$ cat config.mk
export PLATFORM = sky130hd
export DESIGN_NAME = bank_mapper_with_scanline_irq_unit
export DESIGN_NICKNAME = d
export VERILOG_FILES = /design/src/hw/rtl/bmsi_pkg.sv /design/src/hw/rtl/bmsi_regs.sv /design/src/hw/rtl/bmsi_irq.sv /design/src/hw/rtl/bmsi_xlate.sv /design/src/hw/rtl/bank_mapper_with_scanline_irq_unit.sv
export SDC_FILE = /design/constraint.sdc
export NUM_CORES = 1
export LEC_CHECK = 0
export BUFFER_PORTS_ARGS = -buffer_cell sky130_fd_sc_hd__buf_2
export CORE_MARGIN = 3
export CORE_UTILIZATION = 28
export CTS_BUF_LIST = sky130_fd_sc_hd__clkbuf_16
export CTS_CLUSTER_SIZE = 40
export DETAILED_ROUTE_END_ITERATION = 10
export MAX_ROUTING_LAYER = met4
export PLACE_DENSITY = 0.45
export SYNTH_ARGS = -nofsm -noshare
export SYNTH_HDL_FRONTEND = slang
export SYNTH_HIERARCHICAL = 1
export SYNTH_SLANG_ARGS = --single-unit
$ cat constraint.sdc
create_clock -name aclk -period 3.7 [get_ports aclk]
set_clock_uncertainty 0.1 [all_clocks]
set_input_delay 0.74 -clock aclk [delete_from_list [all_inputs] [get_ports aclk]]
set_output_delay 0.74 -clock aclk [all_outputs]
set_load 0.005 [all_outputs]
$ cat src/hw/rtl/bmsi_pkg.sv
`default_nettype none

package bmsi_pkg;

    localparam int A12_FILTER_CYCLES = 16;
    localparam logic [4:0] A12_HOLDOFF_LOAD = 5'(A12_FILTER_CYCLES & 'h1F);
    localparam logic [1:0] FIRE_DELAY_LOAD = 2'd2;

    // write decode: cpu address masked to the port select bits
    localparam logic [15:0] ADDR_MASK        = 16'hF001;
    localparam logic [15:0] PORT_BANK_SELECT = 16'h8000;
    localparam logic [15:0] PORT_BANK_DATA   = 16'h8001;
    localparam logic [15:0] PORT_MIRROR      = 16'hA000;
    localparam logic [15:0] PORT_IRQ_LATCH   = 16'hC000;
    localparam logic [15:0] PORT_IRQ_RELOAD  = 16'hC001;
    localparam logic [15:0] PORT_IRQ_OFF     = 16'hE000;
    localparam logic [15:0] PORT_IRQ_ON      = 16'hE001;

    // bank index codes beyond the first six chr registers
    localparam logic [3:0] REG_PRG0 = 4'h6;
    localparam logic [3:0] REG_PRG1 = 4'h7;
    localparam logic [3:0] REG_CHR6 = 4'h8;
    localparam logic [3:0] REG_CHR7 = 4'h9;
    localparam logic [3:0] REG_PRG2 = 4'hF;

    localparam logic [7:0] PRG_LAST_BANK = 8'hFF;

    typedef struct packed {
        logic        opcode;
        logic [15:0] cpu_address;
        logic [7:0]  write_data;
        logic        a12_level;
        logic [13:0] ppu_address;
    } bmsi_item_t;

    typedef struct packed {
        logic [7:0]       bank_select;
        logic [2:0][7:0]  prg_regs;
        logic [7:0][7:0]  chr_regs;
        logic             mirror_select;
    } bmsi_banks_t;

    typedef struct packed {
        logic       nametable_page;
        logic [7:0] chr_bank;
        logic [7:0] prg_bank;
        logic       prg_hit;
    } bmsi_xlate_t;

endpackage

`default_nettype wire

$ cat src/hw/rtl/bmsi_regs.sv
`default_nettype none

module bmsi_regs
    import bmsi_pkg::*;
(
    input  wire logic        aclk,
    input  wire logic        aresetn,
    input  wire logic        step,
    input  wire bmsi_item_t  item,
    output bmsi_banks_t      banks_next
);

    logic [7:0]      bank_select_reg, bank_select_next;
    logic [2:0][7:0] prg_reg, prg_next;
    logic [7:0][7:0] chr_reg, chr_next;
    logic            mirror_reg, mirror_next;
    logic [15:0]     port;
    logic [3:0]      idx;

    assign port = item.cpu_address & ADDR_MASK;
    assign idx  = bank_select_reg[3:0];

    always_comb begin
        bank_select_next = bank_select_reg;
        prg_next         = prg_reg;
        chr_next         = chr_reg;
        mirror_next      = mirror_reg;
        if (item.opcode) begin
            case (port)
                PORT_BANK_SELECT: bank_select_next = item.write_data;
                PORT_BANK_DATA: begin
                    case (idx) inside
                        [4'h0:4'h5]:        chr_next[idx[2:0]] = item.write_data;
                        REG_PRG0, REG_PRG1: prg_next[{1'b0, idx[0]}] = item.write_data;
                        REG_CHR6, REG_CHR7: chr_next[{2'b11, idx[0]}] = item.write_data;
                        REG_PRG2:           prg_next[2] = item.write_data;
                        default: ;
                    endcase
                end
                PORT_MIRROR: mirror_next = item.write_data[0];
                default: ;
            endcase
        end
    end

    always_ff @(posedge aclk) begin
        if (!aresetn) begin
            bank_select_reg <= '0;
            prg_reg[0]      <= 8'h00;
            prg_reg[1]      <= 8'h01;
            prg_reg[2]      <= 8'hFE;
            for (int i = 0; i < 8; i++) begin
                chr_reg[i] <= 8'(i);
            end
            mirror_reg      <= 1'b0;
        end else if (step) begin
            bank_select_reg <= bank_select_next;
            prg_reg         <= prg_next;
            chr_reg         <= chr_next;
            mirror_reg      <= mirror_next;
        end
    end

    assign banks_next.bank_select   = bank_select_next;
    assign banks_next.prg_regs      = prg_next;
    assign banks_next.chr_regs      = chr_next;
    assign banks_next.mirror_select = mirror_next;

endmodule

`default_nettype wire

$ cat src/hw/rtl/bmsi_irq.sv
`default_nettype none

module bmsi_irq
    import bmsi_pkg::*;
(
    input  wire logic        aclk,
    input  wire logic        aresetn,
    input  wire logic        step,
    input  wire bmsi_item_t  item,
    output logic             irq_next
);

    logic [7:0] latch_reg, latch_next;
    logic [7:0] counter_reg, counter_next;
    logic       reload_reg, reload_next;
    logic       extra_reg, extra_next;
    logic       source_reg, source_next;
    logic       enable_reg, enable_next;
    logic [1:0] presc_reg, presc_next;
    logic [1:0] delay_reg, delay_next;
    logic [4:0] holdoff_reg, holdoff_next;
    logic       pending_reg;

    logic [15:0] port;
    logic [7:0]  latch_w, counter_w, reload_value, counter_clocked;
    logic        reload_w, source_w, enable_w;
    logic [1:0]  presc_w;
    logic        pend_t, clk_en, fire;

    assign port = item.cpu_address & ADDR_MASK;

    always_comb begin
        latch_w    = latch_reg;
        counter_w  = counter_reg;
        reload_w   = reload_reg;
        extra_next = extra_reg;
        source_w   = source_reg;
        enable_w   = enable_reg;
        presc_w    = presc_reg;
        if (item.opcode) begin
            case (port)
                PORT_IRQ_LATCH: latch_w = item.write_data;
                PORT_IRQ_RELOAD: begin
                    source_w   = item.write_data[0];
                    presc_w    = 2'd0;
                    counter_w  = 8'd0;
                    reload_w   = 1'b1;
                    extra_next = (holdoff_reg == 5'd0);
                end
                PORT_IRQ_OFF: enable_w = 1'b0;
                PORT_IRQ_ON:  enable_w = 1'b1;
                default: ;
            endcase
        end
    end

    always_comb begin
        // fire delay runs down before any counter clock of this cycle
        pend_t     = pending_reg | (delay_reg == 2'd1);
        delay_next = (delay_reg != 2'd0) ? delay_reg - 2'd1 : delay_reg;
        presc_next = presc_w + 2'd1;
        clk_en     = ((presc_next == 2'd0) && source_w)
                   || (item.a12_level && (holdoff_reg == 5'd0) && !source_w);

        reload_value    = latch_w + {7'd0, reload_w & extra_next};
        counter_clocked = counter_w - 8'd1;
        if (counter_w == 8'd0) begin
            fire = (reload_value == 8'd0) && reload_w && enable_w;
        end else begin
            fire = (counter_clocked == 8'd0) && enable_w;
        end

        counter_next = counter_w;
        reload_next  = reload_w;
        if (clk_en) begin
            counter_next = (counter_w == 8'd0) ? reload_value : counter_clocked;
            reload_next  = 1'b0;
            if (fire) begin
                delay_next = FIRE_DELAY_LOAD;
            end
        end

        if (item.a12_level) begin
            holdoff_next = A12_HOLDOFF_LOAD;
        end else if (holdoff_reg != 5'd0) begin
            holdoff_next = holdoff_reg - 5'd1;
        end else begin
            holdoff_next = holdoff_reg;
        end

        latch_next  = latch_w;
        source_next = source_w;
        enable_next = enable_w;
        irq_next    = enable_w & pend_t;
    end

    always_ff @(posedge aclk) begin
        if (!aresetn) begin
            latch_reg   <= '0;
            counter_reg <= '0;
            reload_reg  <= 1'b0;
            extra_reg   <= 1'b0;
            source_reg  <= 1'b0;
            enable_reg  <= 1'b0;
            presc_reg   <= '0;
            delay_reg   <= '0;
            holdoff_reg <= '0;
            pending_reg <= 1'b0;
        end else if (step) begin
            latch_reg   <= latch_next;
            counter_reg <= counter_next;
            reload_reg  <= reload_next;
            extra_reg   <= extra_next;
            source_reg  <= source_next;
            enable_reg  <= enable_next;
            presc_reg   <= presc_next;
            delay_reg   <= delay_next;
            holdoff_reg <= holdoff_next;
            pending_reg <= irq_next;
        end
    end

endmodule

`default_nettype wire

$ cat src/hw/rtl/bmsi_xlate.sv
`default_nettype none

module bmsi_xlate
    import bmsi_pkg::*;
(
    input  wire bmsi_banks_t  banks,
    input  wire logic         nametable_from_chr,
    input  wire logic [15:0]  cpu_address,
    input  wire logic [13:0]  ppu_address,
    output bmsi_xlate_t       xlate
);

    localparam logic [3:0][2:0] ONE_K_MAP = {3'd7, 3'd1, 3'd6, 3'd0};

    logic       prg_swap;
    logic [2:0] slot;
    logic [7:0] slot_bank;

    always_comb begin
        prg_swap = banks.bank_select[6];
        xlate.prg_hit  = cpu_address[15];
        xlate.prg_bank = 8'd0;
        if (cpu_address[15]) begin
            case (cpu_address[14:13])
                2'd0:    xlate.prg_bank = prg_swap ? banks.prg_regs[2] : banks.prg_regs[0];
                2'd1:    xlate.prg_bank = prg_swap ? banks.prg_regs[0] : banks.prg_regs[1];
                2'd2:    xlate.prg_bank = prg_swap ? banks.prg_regs[1] : banks.prg_regs[2];
                default: xlate.prg_bank = PRG_LAST_BANK;
            endcase
        end
    end

    always_comb begin
        // bank select bit 7 swaps the two pattern table halves
        slot = {ppu_address[12] ^ banks.bank_select[7], ppu_address[11:10]};
        if (slot[2]) begin
            slot_bank = banks.chr_regs[slot - 3'd2];
        end else if (banks.bank_select[5]) begin
            slot_bank = banks.chr_regs[ONE_K_MAP[slot[1:0]]];
        end else begin
            slot_bank = {banks.chr_regs[{2'b00, slot[1]}][7:1], slot[0]};
        end

        xlate.chr_bank       = 8'd0;
        xlate.nametable_page = 1'b0;
        if (!ppu_address[13]) begin
            xlate.chr_bank = slot_bank;
        end else if (nametable_from_chr) begin
            xlate.nametable_page = slot_bank[7];
        end else if (banks.mirror_select) begin
            xlate.nametable_page = ppu_address[11];
        end else begin
            xlate.nametable_page = ppu_address[10];
        end
    end

endmodule

`default_nettype wire

$ cat src/hw/rtl/bank_mapper_with_scanline_irq_unit.sv
// channel   dir  tdata fields (low bit up)                              tuser
// s_        in   cpu_address[15:0] write_data[23:16] a12_level[24]      opcode
//                ppu_address[38:25], bit 39 zero
// m_        out  irq_line[0] prg_hit[1] prg_bank[9:2] chr_bank[17:10]   -
//                nametable_page[18], bits 23:19 zero
// cfg       in   cfg_wr_data = nametable_from_chr, written when cfg_wr_en
//
// one item per clock sustained while m_tready is high; an accepted item waits in the
// input register and then moves into the result register, which drives m_ and m_tvalid.
// mapper and irq state advance when an item moves from the input register into the
// result register. aresetn (synchronous) empties both registers and loads reset banks.
// a stall on m_tready holds the result and the input register; s_tready drops only
// when both are full and m_tready is low.
`default_nettype none

module bank_mapper_with_scanline_irq_unit
    import bmsi_pkg::*;
(
    input  wire logic        aclk,
    input  wire logic        aresetn,

    input  wire logic        s_tvalid,
    output logic             s_tready,
    input  wire logic [39:0] s_tdata,   // cpu_address, write_data, a12_level, ppu_address
    input  wire logic        s_tuser,   // opcode

    output logic             m_tvalid,
    input  wire logic        m_tready,
    output logic [23:0]      m_tdata,   // irq_line, prg_hit, prg_bank, chr_bank, nametable_page

    input  wire logic        cfg_wr_en,
    input  wire logic        cfg_wr_data
);

    bmsi_item_t  item_reg;
    logic        in_valid_reg;
    logic [18:0] result_reg;
    logic        out_valid_reg;
    logic        nt_from_chr_reg;
    logic        step;
    logic        irq_next;
    bmsi_banks_t banks_next;
    bmsi_xlate_t xlate;

    assign step     = in_valid_reg && (!out_valid_reg || m_tready);
    assign s_tready = !in_valid_reg || step;

    always_ff @(posedge aclk) begin
        if (!aresetn) begin
            in_valid_reg    <= 1'b0;
            out_valid_reg   <= 1'b0;
            nt_from_chr_reg <= 1'b0;
        end else begin
            if (s_tready) begin
                in_valid_reg <= s_tvalid;
            end
            if (step) begin
                out_valid_reg <= 1'b1;
            end else if (m_tready) begin
                out_valid_reg <= 1'b0;
            end
            if (cfg_wr_en) begin
                nt_from_chr_reg <= cfg_wr_data;
            end
        end
    end

    always_ff @(posedge aclk) begin
        if (s_tready && s_tvalid) begin
            item_reg.opcode      <= s_tuser;
            item_reg.cpu_address <= s_tdata[15:0];
            item_reg.write_data  <= s_tdata[23:16];
            item_reg.a12_level   <= s_tdata[24];
            item_reg.ppu_address <= s_tdata[38:25];
        end
        if (step) begin
            result_reg <= {xlate, irq_next};
        end
    end

    bmsi_regs u_regs (
        .aclk       (aclk),
        .aresetn    (aresetn),
        .step       (step),
        .item       (item_reg),
        .banks_next (banks_next)
    );

    bmsi_irq u_irq (
        .aclk     (aclk),
        .aresetn  (aresetn),
        .step     (step),
        .item     (item_reg),
        .irq_next (irq_next)
    );

    bmsi_xlate u_xlate (
        .banks              (banks_next),
        .nametable_from_chr (nt_from_chr_reg),
        .cpu_address        (item_reg.cpu_address),
        .ppu_address        (item_reg.ppu_address),
        .xlate              (xlate)
    );

    assign m_tvalid = out_valid_reg;
    assign m_tdata  = {5'd0, result_reg};

endmodule

`default_nettype wire

==> metrics.md <==
| Metric | Value |
|---|---|
| CTS Buffer Depth | 2 |
| Min cycle time layout | 3.448 ns |
| Number of global-route vias before repair | 6897 |
| Cell area power density | 380.1 nW/um2 |
| Antenna violations before repair | 0 |
| CP max FO | 7 |
| Antenna-violating nets left | 0 |
| Mapped Area | 9293 um2 |
| Routed WL per cell | 18.81 um |
| Die Wd | 188.2 um |
| Status | finished clean |
| Drt drc | 0 |
| DIE AREA | 35410 um2 |
| Post-cts sizing count | 0 |
| Slowest stage delay, CP | 0.55 ns |
| Fmax | 290.0 MHz |
| Antenna diodes | 0 |
| Startpoint Class | flip-flop |
| Gr usage total | 15.20% |
| VDD IR-drop max | 187.0 uV |
| Setup Buffers After CTS | 0 |
| Core box area | 32620 um2 |
| Largest net degree at the start of global routing | 46 |
| Fin crit share | 93.19% |
| Slew Limit Fails | 0 |
| Slowest-stage cell, CP | a2111oi_0 |
| Syn Area/Cell | 10.52 um2 |
| DRT Pass-1 Iters | 5 |
| Leak | 4.564 nW |
| Row count | 66 |
| Gate Count Post-Synth | 883 |
| CP bufs+invs | 0 |
| Setup-failing EPs final | 0 |
| Max-cap viol count | 0 |
| Power Total | 4.029 mW |
| DP HPWL | 17520 um |
| Global-route wire length before repair | 40470 um |
| Layout filler cell count | 3350 |
| I/O pins | 73 |
| Worst-path clk slew | 0.07 ns |
| Drt initial violations | 376 |
| Area Overhead vs Synth | 14.08% |
| Starting density of the core | 28.49% |
| Setup_tns | 0 ns |
| Total congestion overflow | 0 |
| CTS root buffer | clkbuf_16 |
| Worst setup path class | reg -> reg |
| Clock latency on the worst-skew pair | 0.44 ns |
| Vias per inst | 4.897 |
| Die Ht | 188.2 um |
| Nets@finish | 971 |
| Max reg flops | 64 |
| Hold WC Path Type | reg -> reg |
| Share of layout cells above drive strength 1 | 27.71% |
| Port bufs | 45 |
| Ys Warns | 6 |
| H-tree depth | 4 |
| Critical path arrival | 3.71 ns |
| Hold Fails Final Rpt | 0 |
| Req. time, crit path | 3.97 ns |
| Post-CTS Hold Fix Bufs | 0 |
| Unrepaired setup endpoints after global routing | no |
| Routability cong. | 0.8141 |
| Rel. slew slack | 32.38% |
| Vias | 6724 |
| CP delay by family, top | simple AND/OR/NAND/NOR gates |
| CTS Sinks | 167 |
| CTS tree | done |
| Worst-margin pin slew | 1.014 ns |
| Crit. End Element | flip-flop |
| Worst-path cell chain | nand4b_1 > or3_1 > nand2_1 > nand2_1 > ha_1 > ha_1 > nand2b_1 > a2111oi_0 > a211oi_1 > or4b_1 > a31oi_1 |
| Drt total wl | 25830 um |
| Total CTS buffers | 17 |
## placed cells by master, fill, tap and decap left out, types with 9 or more instances in the layout
cell,count
nor2_1,50
nor2b_1,19
inv_1,14
buf_2,45
edfxtp_1,38
nand2_1,111
mux2_2,100
buf_4,33
o21ai_0,19
a21oi_1,22
mux2i_1,111
nand4_1,9
dfxtp_1,129
clkbuf_16,17
nand3_1,17
a211oi_1,12
## per-layer routing
| metal | track usage, % | part of all wire, % | wire length (um) |
|---|---|---|---|
| met4 | 4.069 | 1.2 | 322 |
| met3 | 2.400 | 2.3 | 602 |
| met1 | 19.54 | 48 | 12350 |
| met5 | - | 0 | 0 |
| met2 | 25.01 | 49 | 12550 |
## worst register-to-register path, cell delays in order, from the launching register on
cell and delay, ns:
edfxtp_1 0.50, nand4b_1 0.23, or3_1 0.36, nand2_1 0.08, nand2_1 0.08, ha_1 0.22
ha_1 0.25, nand2b_1 0.16, a2111oi_0 0.55, a211oi_1 0.14, or4b_1 0.54, a31oi_1 0.18
## worst paths after layout
| path | from | to | slack (ns) | cells after the start |
|---|---|---|---|---|
| worst max-delay path | item_reg[35] | u_irq/counter_reg[2] | 0.25 | 11 |
| worst min-delay path | u_regs/prg_reg[16] | u_regs/prg_reg[16] | 0.36 | 2 |
| worst max register to register | item_reg[35] | u_irq/counter_reg[2] | 0.25 | 11 |
| worst min register to register | u_regs/prg_reg[16] | u_regs/prg_reg[16] | 0.36 | 2 |
## layout make-up
cell class	instances	area, um2	area share, %
Multi-Input combinational cell	639	5225	49.29
Sequential cell	167	3724	35.12
Tap cell	442	553.0	5.217
Timing Repair Buffer	78	473.0	4.461
Clock buffer	17	425.4	4.013
Clock inverter	15	145.1	1.369
Inverter	15	56.30	0.5311
## per-stage QoR
stage / hold WS, ns / cell area (um2) / worst slack (ns) / util [%] / std cells
after floorplan: 0.3313 / 9308 / 0.2715 / - / 887
after CTS: 0.3439 / 10600 / 0.2490 / 32.50 / 1373
after global placement: 0.3408 / 10030 / 0.3023 / 30.75 / 1341
final: 0.3557 / 10600 / 0.2518 / 32.50 / 1373
after global routing: 0.3521 / 10600 / 0.03924 / 32.50 / 1373
after detailed placement: 0.3429 / 10030 / 0.2518 / 30.75 / 1341
## where the power goes
| part | switching, mW | total (mW) | internal, mW |
|---|---|---|---|
| combinational | 0.198 | 0.311 | 0.113 |
| sequential | 0.0490 | 1.95 | 1.90 |
| clock | 0.826 | 1.77 | 0.945 |
No activity file was read; power rests on OpenSTA's default activity.
